### config.mk
export PLATFORM = sky130hd
export DESIGN_NAME = lcs_ctrl
export DESIGN_NICKNAME = d
export VERILOG_FILES = /design/src/lcs_pkg.sv /design/src/lcs_ctrl.sv
export SDC_FILE = /design/constraint.sdc
export NUM_CORES = 1
export LEC_CHECK = 0
export BUFFER_PORTS_ARGS = -buffer_cell sky130_fd_sc_hd__buf_2
export CAP_MARGIN = 20
export CORE_AREA = 3 3 40 42
export CTS_BUF_LIST = sky130_fd_sc_hd__clkbuf_2
export CTS_CLUSTER_DIAMETER = 80
export DETAILED_ROUTE_END_ITERATION = 10
export DIE_AREA = 0 0 43 45
export PLACE_DENSITY = 0.35
export REMOVE_ABC_BUFFERS = 1
export SLEW_MARGIN = 25
export SYNTH_ARGS = -nofsm -noshare
export SYNTH_HDL_FRONTEND = slang
export SYNTH_SLANG_ARGS = --single-unit
### constraint.sdc
create_clock -name i_clk -period 1.11 [get_ports i_clk]
set_input_delay 0.0555 -clock i_clk [delete_from_list [all_inputs] [get_ports i_clk]]
set_output_delay 0.0555 -clock i_clk [all_outputs]
set_load 0.01 [all_outputs]
### src/lcs_pkg.sv
`timescale 1ns / 1ps
`default_nettype none
// ----------------------------------------------------------------------------
// lcs_pkg
// Shared codes, widths and controller/datapath interface types for the
// longest common subsequence length unit.
// ----------------------------------------------------------------------------
package lcs_pkg;

    localparam int CMD_W   = 2;
    localparam int VALUE_W = 32;
    localparam int LEN_W   = 11;

    typedef logic [CMD_W-1:0] t_cmd_code;

    localparam t_cmd_code CMD_LOAD   = 2'd0;
    localparam t_cmd_code CMD_SWEEP  = 2'd1;
    localparam t_cmd_code CMD_FINISH = 2'd2;

    // controller -> datapath
    typedef struct packed {
        logic b_load;       // store value at b_count, or flag overflow when full
        logic a_capture;    // latch A element, restart sweep pointers
        logic sweep_issue;  // read B entry and row cell at sweep index
        logic fin_read;     // read final row cell
        logic fin_emit;     // load output register, clear count/fill/flag
    } t_dp_ctrl;

    // datapath -> controller
    typedef struct packed {
        logic b_empty;
        logic idx_last;     // sweep index is the last loaded B position
        logic pipe_busy;    // a read is in the compute stage
        logic out_free;     // output register can take a result this cycle
    } t_dp_stat;

endpackage
`default_nettype wire

### src/lcs_ctrl.sv
`timescale 1ns / 1ps
`default_nettype none
// ----------------------------------------------------------------------------
// lcs_ctrl
// Controller: decodes accepted commands and sequences the row sweep and the
// finish read/emit steps of the datapath.
// ----------------------------------------------------------------------------
module lcs_ctrl (
    input  wire logic                  i_clk,
    input  wire logic                  i_rst_n,
    input  wire logic                  i_s_tvalid,
    input  wire lcs_pkg::t_cmd_code    i_cmd,
    output logic                       o_s_tready,
    input  wire lcs_pkg::t_dp_stat     i_stat,
    output lcs_pkg::t_dp_ctrl          o_ctrl
);

    typedef enum logic [2:0] {
        ST_IDLE,
        ST_SWEEP,
        ST_DRAIN,
        ST_FIN_RD,
        ST_FIN_EMIT
    } t_state;

    t_state r_state;
    t_state n_state;
    logic   w_accept;

    assign o_s_tready = (r_state == ST_IDLE);
    assign w_accept   = i_s_tvalid && o_s_tready;

    always_comb begin
        n_state = r_state;
        o_ctrl  = '0;
        unique case (r_state)
            ST_IDLE: begin
                if (w_accept) begin
                    unique case (i_cmd)
                        lcs_pkg::CMD_LOAD: begin
                            o_ctrl.b_load = 1'b1;
                        end
                        lcs_pkg::CMD_SWEEP: begin
                            // empty B leaves the row untouched
                            if (!i_stat.b_empty) begin
                                o_ctrl.a_capture = 1'b1;
                                n_state          = ST_SWEEP;
                            end
                        end
                        lcs_pkg::CMD_FINISH: begin
                            n_state = ST_FIN_RD;
                        end
                        default: begin
                        end
                    endcase
                end
            end
            ST_SWEEP: begin
                o_ctrl.sweep_issue = 1'b1;
                if (i_stat.idx_last) begin
                    n_state = ST_DRAIN;
                end
            end
            ST_DRAIN: begin
                if (!i_stat.pipe_busy) begin
                    n_state = ST_IDLE;
                end
            end
            ST_FIN_RD: begin
                o_ctrl.fin_read = 1'b1;
                n_state         = ST_FIN_EMIT;
            end
            ST_FIN_EMIT: begin
                if (i_stat.out_free) begin
                    o_ctrl.fin_emit = 1'b1;
                    n_state         = ST_IDLE;
                end
            end
            default: begin
                n_state = ST_IDLE;
            end
        endcase
    end

    always_ff @(posedge i_clk) begin
        if (!i_rst_n) begin
            r_state <= ST_IDLE;
        end else begin
            r_state <= n_state;
        end
    end

endmodule
`default_nettype wire

======== Word level (Yosys, flattened, before mapping) ========
Index checks and enable logic that the tools add are counted.
Widths: inputs -> output; s select.
storage, ports and cells
  output and inout bits ................... 6
  bits of input ports ..................... 9
  word-level logic and storage cells ...... 33
  register bits ........................... 3
cells by class
  equality and inequality tests ........... 12
  multiplexer cells ....................... 16
  reductions and logical operators ........ 4
operators with widths
  cell                count
  $mux 3              5
  $pmux 3 s5          1
  $mux 1              7
  $eq 3x2->1 const B  2
  $ne 2x2->1 const B  3
  $pmux 3 s2          1
  $reduce_and 6->1    1
  $mux 2              2
  $eq 3x1->1 const B  1
  $eq 3x3->1 const B  1
  $logic_not 3->1     1
  $ne 3x1->1 const B  1
  $ne 3x3->1 const B  1
  $eq 2x1->1 const B  1
  $eq 2x2->1 const B  1
  $logic_not 2->1     1
  $ne 2x1->1 const B  1
  $logic_and 1x1->1   1

======== Longest topological paths before layout ========
Gate-level depths: netlist of the first run.
  depth in word-level cells ............... 4
  gate-level depth with buffers ........... 4

======== Worst setup path after synthesis of the first run ========
No wires, ideal clock.
  kind .................................... register to output
  start point ............................. register r_state[0]
  end point ............................... output o_ctrl[3] (netlist bit)
  path buffers ............................ 1
  required time ........................... 1054 ps
  setup slack ............................. 40 ps
  cell stages (with the launch flop) ...... 5
  data arrival time ....................... 1014 ps
  cell sequence ........................... dfxtp_1 -> buf_4 -> nor3_2 -> nand3b_1 -> nor3b_2
RTL lines
  item                    line            source
  start, declared         lcs_ctrl.sv:26  t_state r_state;
  start signal, assigned  lcs_ctrl.sv:89  r_state <= n_state;
  end, declared           lcs_ctrl.sv:15  output lcs_pkg::t_dp_ctrl o_ctrl

==> metrics.txt, run 1 <==
sequential share of power=30.8%; worst stage delay on the critical path=350 ps; grt total ovfl=0; fmax=808 MHz; Final nets=58; top cells by count, synth=dfxtp_1 (3), nor3_1 (2), nor3b_1 (2), o21ai_0 (2); Final Max Tran Viols=0; Syn Area/Cell=9.18 um^2; Synthesis Warnings=0; num rows=13; P_sw=120 uW; Worst Reg2Reg Path Length in Cells=5; final hold slack=89.7 ps; CP Launch Point=r_state[2]; endpoints failing setup=6; Critical-path top delay cell=dfxtp_4; clk_skew=2.45 ps; post-route minimum period=1240 ps; starting density of the core=17.1%; I/O pins=15; worst-path cell chain=nor3_4 -> nand3b_1 -> nor3b_2 -> buf_2; area delta synth->final=99.4%; Arrival @ worst endpoint=1180 ps; leading area contributor after synthesis=dfxtp_1; internal power=269 uW; failing checks=setup timing; CTS buffer count=3; largest net degree at the start of global routing=8; Die ar.=1940 um^2; critical path endpoint category=output port; startpoint class of the critical path=register; vias in the first global route=297; Largest regs=r_state x3; dpl ws=21.8 ps; Initial DRT Pass Iterations=2; crit-path max FO=2; HPWL after DPL=492 um; share of the synthesized area in the top cell type=27.3%; Synth cell types=19; via count=276; CTS tree=yes; hold_buf cts=0; first-pass GRT wire length=1.11 mm; Hold WC Path Type=in -> reg; share of layout cells above drive strength 1=75.0%; drc violations=0; antenna violations before repair=0; mapped cell area=220 um^2; Fill cells=145; Detailed Route Iter0 Violations=2; core area=1280 um^2; leakage power=0.000213 uW; antenna cells=0; unrepaired setup endpoints after global routing=true; gr usage total=8.15%; peak supply drop=258 uV; Area contributors post-synth=dfxtp_1 (27%), nor3b_1 (6.8%), and4bb_2 (5.7%); Clock power frac=40.6%; measured slew at the worst slew-check pin=238 ps; max reg flops=3; worst relative slew slack=83.9%; Routed WL=758 um; clk root buf=clkbuf_2; Biggest register=r_state; PnR worst setup slack=-128 ps; number of synthesized flops with an enable pin=0; worst setup path endpoint=o_ctrl[3]; worst r2r dst=r_state[2]; Req. time, crit path=1050 ps; asr flop ratio synth=0%; Clock Tree Buf Depth=2; ANT nets after route=0; input/output buffers=14; R2R setup slack=-80 ps; Comb power frac=28.6%; Die W=43 um; via/cell ratio=4.38; R2R Path Start=r_state[2]; Net Sw Frac=30.8%; count leader, synth=dfxtp_1; Syn Inst Count=24; final period utilization=111%; htree depth=1; Seq cells post-synth=3; Placed Cells=54; setup TNS=-460 ps; Worst-path clk slew=40 ps; Max-Cap Viols=0; final hold violation count=0; Seq/Total Area, Yosys=27.3%; Sink Count=3; status=finished, violations left; Worst-Skew Late Latency=210 ps; WL/cell=12.0 um; Cell Pwr Density=885 nW/um^2; Post-Layout Cell Count=63; critical setup path kind=reg -> out; Main synth FF type=dfxtp_1; die height=45 um; routability cong.=0.650
==> layout by cell type, fill, tap and decap left out, drive strengths merged, types with 2 or more instances in the layout <==
master	synthesis	layout
dfxtp	3	3
buf	1	21
o21ai	2	2
clkbuf	0	4
nor3b	3	3
nor3	3	3
==> critical path: cells and delay by family, from the launching register on <==
family / cells / cell delay, ps
and+or+nand+nor: 3 / 480
DFF: 1 / 350
buffers and inverters: 1 / 150
==> cell type report <==
type	count	area (um^2)	share of cell area, %
Clock buffer	4	20.0	4.56
Inverter	1	3.75	0.855
Multi-Input combinational cell	19	178	40.5
Sequential cell	3	68.8	15.7
Tap cell	15	18.8	4.27
Timing Repair Buffer	21	150	34.2
==> how the worst min path moves through the flow <==
stage | startpoint | end | slack (ps) | depth (start not counted)
finish | i_rst_n | r_state[2] | 90 | 2
global route | i_rst_n | r_state[2] | 80 | 2
CTS | i_rst_n | r_state[2] | 70 | 2
detailed placement | i_rst_n | r_state[2] | 290 | 2
global placement | i_rst_n | r_state[2] | 310 | 2
floorplan | i_stat[3] | o_ctrl[3] | 140 | 1
==> metal layers <==
layer  part of all wire (%)  track usage, %  up-vias
li1                       -               -      140
met1                     37            7.43      126
met2                     56            14.1       10
met3                    6.7           0.797        0
met4                      0            10.8        0
met5                      0               0        -
==> cell families after synthesis <==
kind of cell / share of synthesized area (%)
AND/OR/NAND/NOR: 51.7
flip-flops: 27.3
buffers and inverters: 5.11
AO/OA/AOI/OAI: 15.9
==> repair_timing <==
action | in CTS | in global routing
pin swaps | 4 | 6
endpoints found under the setup margin | 5 | 7
endpoints found under the hold margin | 0 | 0
gates resized for setup | 12 | 4
buffers inserted | 3 | 2
==> power groups by stage <==
stage | Sequential, uW | Combinational [uW] | Clock, uW
after floorplan | 125 | 39.3 | 0
after global placement | 122 | 84.6 | 0
after detailed placement | 122 | 84.9 | 0
after CTS | 119 | 104 | 167
after global routing | 119 | 122 | 175
final | 120 | 111 | 158
==> per-stage QoR <==
stage | util [%] | total power (uW) | cell area [um^2]
final | 34.2 | 389 | 439
after global routing | 34.2 | 416 | 439
after CTS | 31.5 | 391 | 405
after detailed placement | 24.6 | 207 | 317
after global placement | 24.6 | 207 | 317
after floorplan | - | 164 | 213
Power figures use the tool's default switching activity.
==> run 2, diff against run 1 <==
clock period = 1.6 ns   (was 1.11 ns; I/O delays follow)
==> run 2 against run 1 <==
- the flow now finishes without violations
- critical path depth stayed put
- worst hold slack better by 4.7 ps
- wire length is 19% lower
- register-to-register slack better by 510 ps
- count of clock-buffer cells in the layout stayed put
- final cell count is 11% lower
- first-iteration DRC count stayed put
- utilization is 9.2 points lower
- sequential power is 27% lower
- clock skew is 2.4 ps lower
- critical endpoint unchanged
- largest cell class unchanged
==> metrics.txt, run 2 (same netlist as run 1, synthesis figures left out) <==
Post-DP Area=302 um^2 (-4.7%); Arrival @ worst endpoint=1260 ps (+80 ps); I/O pins=15 (unchanged); postcts setup bufs=0 (-3); CP Launch Point=r_state[1]; Clock Tree Buf Depth=2 (unchanged); routability cong.=0.579 (-11%); via count=255 (-7.6%); first-pass GRT wire length=1.00 mm (-9.9%); crit-path max FO=8 (+6); status=complete, no violations; Final nets=51 (-12%); Worst Reg2Reg Path Length in Cells=3 (-2); startpoint class of the critical path=register; clk root buf=clkbuf_2; grt total ovfl=0 (unchanged); WL/cell=10.9 um (-9.3%); hold_buf cts=0 (unchanged); ANT nets after route=0 (unchanged); Largest regs=r_state x3; critical path endpoint category=output port; measured slew at the worst slew-check pin=301 ps (+63.1 ps); internal power=172 uW (-36%); input/output buffers=14 (unchanged); antenna violations before repair=0 (unchanged); Worst-path clk slew=50 ps (about the same); largest net degree at the start of global routing=12 (+4); final hold slack=94.4 ps (+4.70 ps); P_sw=76.4 uW (-36%); fin area=322 um^2 (-27%); HPWL after DPL=501 um (+1.7%); core area=1280 um^2 (unchanged); post-route minimum period=1340 ps; share of layout cells above drive strength 1=53.7% (-21 points); gr usage total=7.82% (-0.33 points); worst setup path endpoint=o_ctrl[3]; leakage power=0.000158 uW (-26%); final hold violation count=0 (unchanged); final period utilization=83.8%; CTS buffer count=3 (unchanged); # resized after CTS=0 (-12); worst r2r dst=r_state[1]; drc violations=0 (unchanged); max reg flops=3 (unchanged); sequential share of power=35.1% (+4.3 points); worst relative slew slack=79.9% (-4.0 points); setup TNS=0 ps (+460 ps); htree depth=1 (unchanged); Initial DRT Pass Iterations=3 (+1); Hold WC Path Type=in -> reg; via/cell ratio=4.55 (+3.9%); Cell Pwr Density=773 nW/um^2 (-13%); clk_skew=0.0497 ps (-2.40 ps); antenna cells=0 (unchanged); most frequent cells in the layout=buf_2 (14), clkbuf_2 (4), dfxtp_1 (3); Worst-Skew Late Latency=210 ps (about the same); Detailed Route Iter0 Violations=2 (unchanged); num rows=13 (unchanged); Die W=43 um (unchanged); Final Power=249 uW (-36%); R2R Path Start=r_state[0]; area delta synth->final=46.0%; Req. time, crit path=1520 ps (+470 ps); die height=45 um (unchanged); vias in the first global route=266 (-10%); Final Max Tran Viols=0 (unchanged); most common cell after layout, fill and taps aside=buf_2; Routed WL=611 um (-19%); Clock power frac=45.3% (+4.7 points); starting density of the core=17.1% (unchanged); endpoints failing setup=0 (-6); Biggest register=r_state; Max-Cap Viols=0 (unchanged); R2R setup slack=430 ps (+510 ps); peak supply drop=175 uV (-32%); unrepaired setup endpoints after global routing=false; Comb power frac=19.6% (-9.0 points); Sink Count=3 (unchanged); critical setup path kind=reg -> out; CTS tree=yes; Net Sw Frac=30.7% (about the same); Die ar.=1940 um^2 (unchanged); Worst Hold Depth=2 (unchanged); fmax=746 MHz
-- run 2: critical path, cell delays in order (launching register included) --
cell,delay [ps]
dfxtp_1,370
nor3_2,240
nand3b_1,130
nor3b_2,160
buf_2,150
-- run 2: layout make-up --
| cell class | count | area, um^2 |
|---|---|---|
| Fill cell | 151 | 963 |
| Multi-Input combinational cell | 19 | 149 |
| Timing Repair Buffer | 14 | 70.1 |
| Sequential cell | 3 | 60.1 |
| Clock buffer | 4 | 20.0 |
| Tap cell | 15 | 18.8 |
| Inverter | 1 | 3.75 |
-- run 2: worst min path at each step --
stage          startpoint         end  slack [ps]
6_report          i_rst_n  r_state[2]          90
5_1_grt           i_rst_n  r_state[2]          80
4_1_cts           i_rst_n  r_state[2]          90
3_5_place_dp      i_rst_n  r_state[2]         320
3_3_place_gp      i_rst_n  r_state[2]         320
2_1_floorplan   i_stat[3]   o_ctrl[3]         190
-- run 2: per-stage QoR --
step | setup WS [ps] | util [%] | std cells
3_3_place_gp | 463 | 23.5 | 52
2_1_floorplan | 519 | - | 23
4_1_cts | 229 | 25.0 | 56
3_5_place_dp | 416 | 23.5 | 52
6_report | 259 | 25.0 | 56
5_1_grt | 139 | 25.0 | 56
-- run 2: power groups by stage --
stage	sequential [uW]	combinational [uW]	clock (uW)
floorplan	86.4	27.2	0
global placement	88.1	48.5	0
detailed placement	88.5	49.5	0
CTS	87.1	49.7	118
global route	88.0	54.6	125
finish	87.1	48.8	113
-- run 2: metal layers --
layer | up-vias | global-route usage (%) | wire (um)
met5 | - | 0 | 0
met4 | 0 | 14.5 | 36
met3 | 4 | 1.20 | 46
met2 | 14 | 11.4 | 292
met1 | 111 | 6.97 | 236
li1 | 126 | - | -
==> run 3, diff against run 2 <==
PLACE_DENSITY = 0.36   (was 0.35)
clock period = 1.2 ns   (was 1.6 ns; I/O delays follow)
==> run 3 against run 2 <==
- the flow now finishes with violations (setup timing)
- via count up 5.5%
- non-clock buffer count up 2
- clock skew up 3.8 ps
- die area is the same
- worst hold slack improved by 19 ps
- worst setup slack lost 290 ps
- combinational power increased by 62%
- register-to-register slack worse by 270 ps
- critical path depth did not move
- critical path type unchanged
- highest routed layer is now met3
==> metrics.txt, run 3 (same netlist as run 1, synthesis figures left out) <==
status=finished, violations left; failing checks=setup timing; final period utilization=103%; internal power=238 uW (+38%); WL/cell=10.8 um (-0.60%); P_sw=92.7 uW (+21%); starting density of the core=17.1% (unchanged); Largest regs=r_state x3; Initial DRT Pass Iterations=2 (-1); Detailed Route Iter0 Violations=2 (unchanged); startpoint class of the critical path=register; max reg flops=3 (unchanged); vias in the first global route=265 (-0.38%); core area=1280 um^2 (unchanged); antenna cells=0 (unchanged); Worst-path clk slew=40 ps (about the same); Post-DP Area=309 um^2 (+2.5%); Fill cells=139 (-7.9%); final hold violation count=0 (unchanged); crit-path max FO=5 (-3); hold_buf cts=0 (unchanged); die height=45 um (unchanged); Comb power frac=23.9% (+4.3 points); worst relative slew slack=82.5% (+2.6 points); unrepaired setup endpoints after global routing=true; sequential share of power=34.6% (-0.5 points); peak supply drop=336 uV (+91%); CTS tree=yes; Cell Pwr Density=915 nW/um^2 (+18%); Arrival @ worst endpoint=1170 ps (-90 ps); Final Max Tran Viols=0 (unchanged); I/O pins=15 (unchanged); Clock power frac=41.5% (-3.8 points); drc violations=0 (unchanged); critical setup path kind=reg -> out; Final nets=53 (+3.9%); CTS buffer count=3 (unchanged); worst stage delay on the critical path=360 ps (about the same); Biggest register=r_state; Critical-path top delay cell=dfxtp_4; grt total ovfl=0 (unchanged); Max-Cap Viols=0 (unchanged); Top Family by Delay on Critical Path=simple AND/OR/NAND/NOR gates; fin area=362 um^2 (+12%); clk root buf=clkbuf_2; share of layout cells above drive strength 1=62.8% (+9.1 points); num rows=13 (unchanged); via/cell ratio=4.64 (+1.9%); first-pass GRT wire length=1.06 mm (+5.5%); largest net degree at the start of global routing=9 (-3); measured slew at the worst slew-check pin=258 ps (-42.5 ps); routability cong.=0.670 (+16%); Die W=43 um (unchanged); Req. time, crit path=1140 ps (-380 ps); Net Sw Frac=28.0% (-2.7 points); WP buf/inv=1 (unchanged); PnR worst setup slack=-30.8 ps (-290 ps); via count=269 (+5.5%); clk_skew=3.82 ps (+3.77 ps); gr usage total=7.25% (-0.57 points); worst-path cell chain=nor3_4 -> nand3b_1 -> nor3b_2 -> buf_2; Sink Count=3 (unchanged); input/output buffers=14 (unchanged); most frequent cells in the layout=buf_2 (13), clkbuf_2 (4); fmax=812 MHz; Die ar.=1940 um^2 (unchanged); most common cell after layout, fill and taps aside=buf_2; Worst-Skew Late Latency=200 ps (about the same); post-route minimum period=1230 ps; Hold WC Path Type=in -> reg; leakage power=0.000175 uW (+11%); endpoints failing setup=1 (+1); antenna violations before repair=0 (unchanged); Routed WL=629 um (+2.9%); area delta synth->final=64.2%; ANT nets after route=0 (unchanged); Clock Tree Buf Depth=2 (unchanged); critical path endpoint category=output port; htree depth=1 (unchanged); Final Power=331 uW (+33%)
## run 3: timing repair
action / 4_1_cts / 5_1_grt
endpoints found under the setup margin: 3 / 3
gates resized for setup: 4 / 4
buffers inserted: 0 / 1
pin swaps: 2 / 3
## run 3: layout make-up
cell class                 instances  area, um^2  area share [%]
tap                               15        18.8            5.19
sequential                         3        68.8            19.0
timing repair buffer              16        95.1            26.3
inverter                           1        3.75            1.04
multi-input combinational         19         155            42.9
clock buffer                       4        20.0            5.54
## run 3: path summary, 6_finish.rpt
path         startpoint         end  slack, ps  depth (start not counted)
min             i_rst_n  r_state[2]        110                          2
max reg2reg  r_state[0]  r_state[1]        160                          3
max          r_state[1]   o_ctrl[3]        -30                          4
min reg2reg  r_state[2]  r_state[1]        510                          1
## run 3: power groups by stage
stage | clock network, uW | registers (uW) | logic, uW
2_1_floorplan | 0 | 115 | 36.3
3_3_place_gp | 0 | 116 | 69.4
3_5_place_dp | 0 | 116 | 70.8
4_1_cts | 146 | 116 | 73.2
5_1_grt | 156 | 116 | 88.4
6_report | 137 | 115 | 79.0
## run 3: per-stage QoR
| step | hold WS, ps | instances | setup WS [ps] | util (%) | setup TNS, ps |
|---|---|---|---|---|---|
| floorplan | 153 | 23 | 119 | - | 0 |
| global placement | 301 | 53 | 112 | 24.1 | 0 |
| detailed placement | 302 | 53 | 106 | 24.1 | 0 |
| CTS | 89.7 | 57 | -73.7 | 26.5 | -73.7 |
| global route | 95.3 | 58 | -119 | 28.1 | -177 |
| finish | 114 | 58 | -30.8 | 28.1 | -30.8 |
## run 3: layer usage
| layer | up-vias | routed length, um | part of all wire (%) | global-route usage (%) |
|---|---|---|---|---|
| met4 | 0 | 0 | 0 | 3.61 |
| met1 | 124 | 233 | 37 | 7.25 |
| met5 | - | 0 | 0 | 0 |
| met2 | 12 | 342 | 54 | 13.2 |
| met3 | 0 | 52 | 8.3 | 2.79 |
| li1 | 133 | - | - | - |
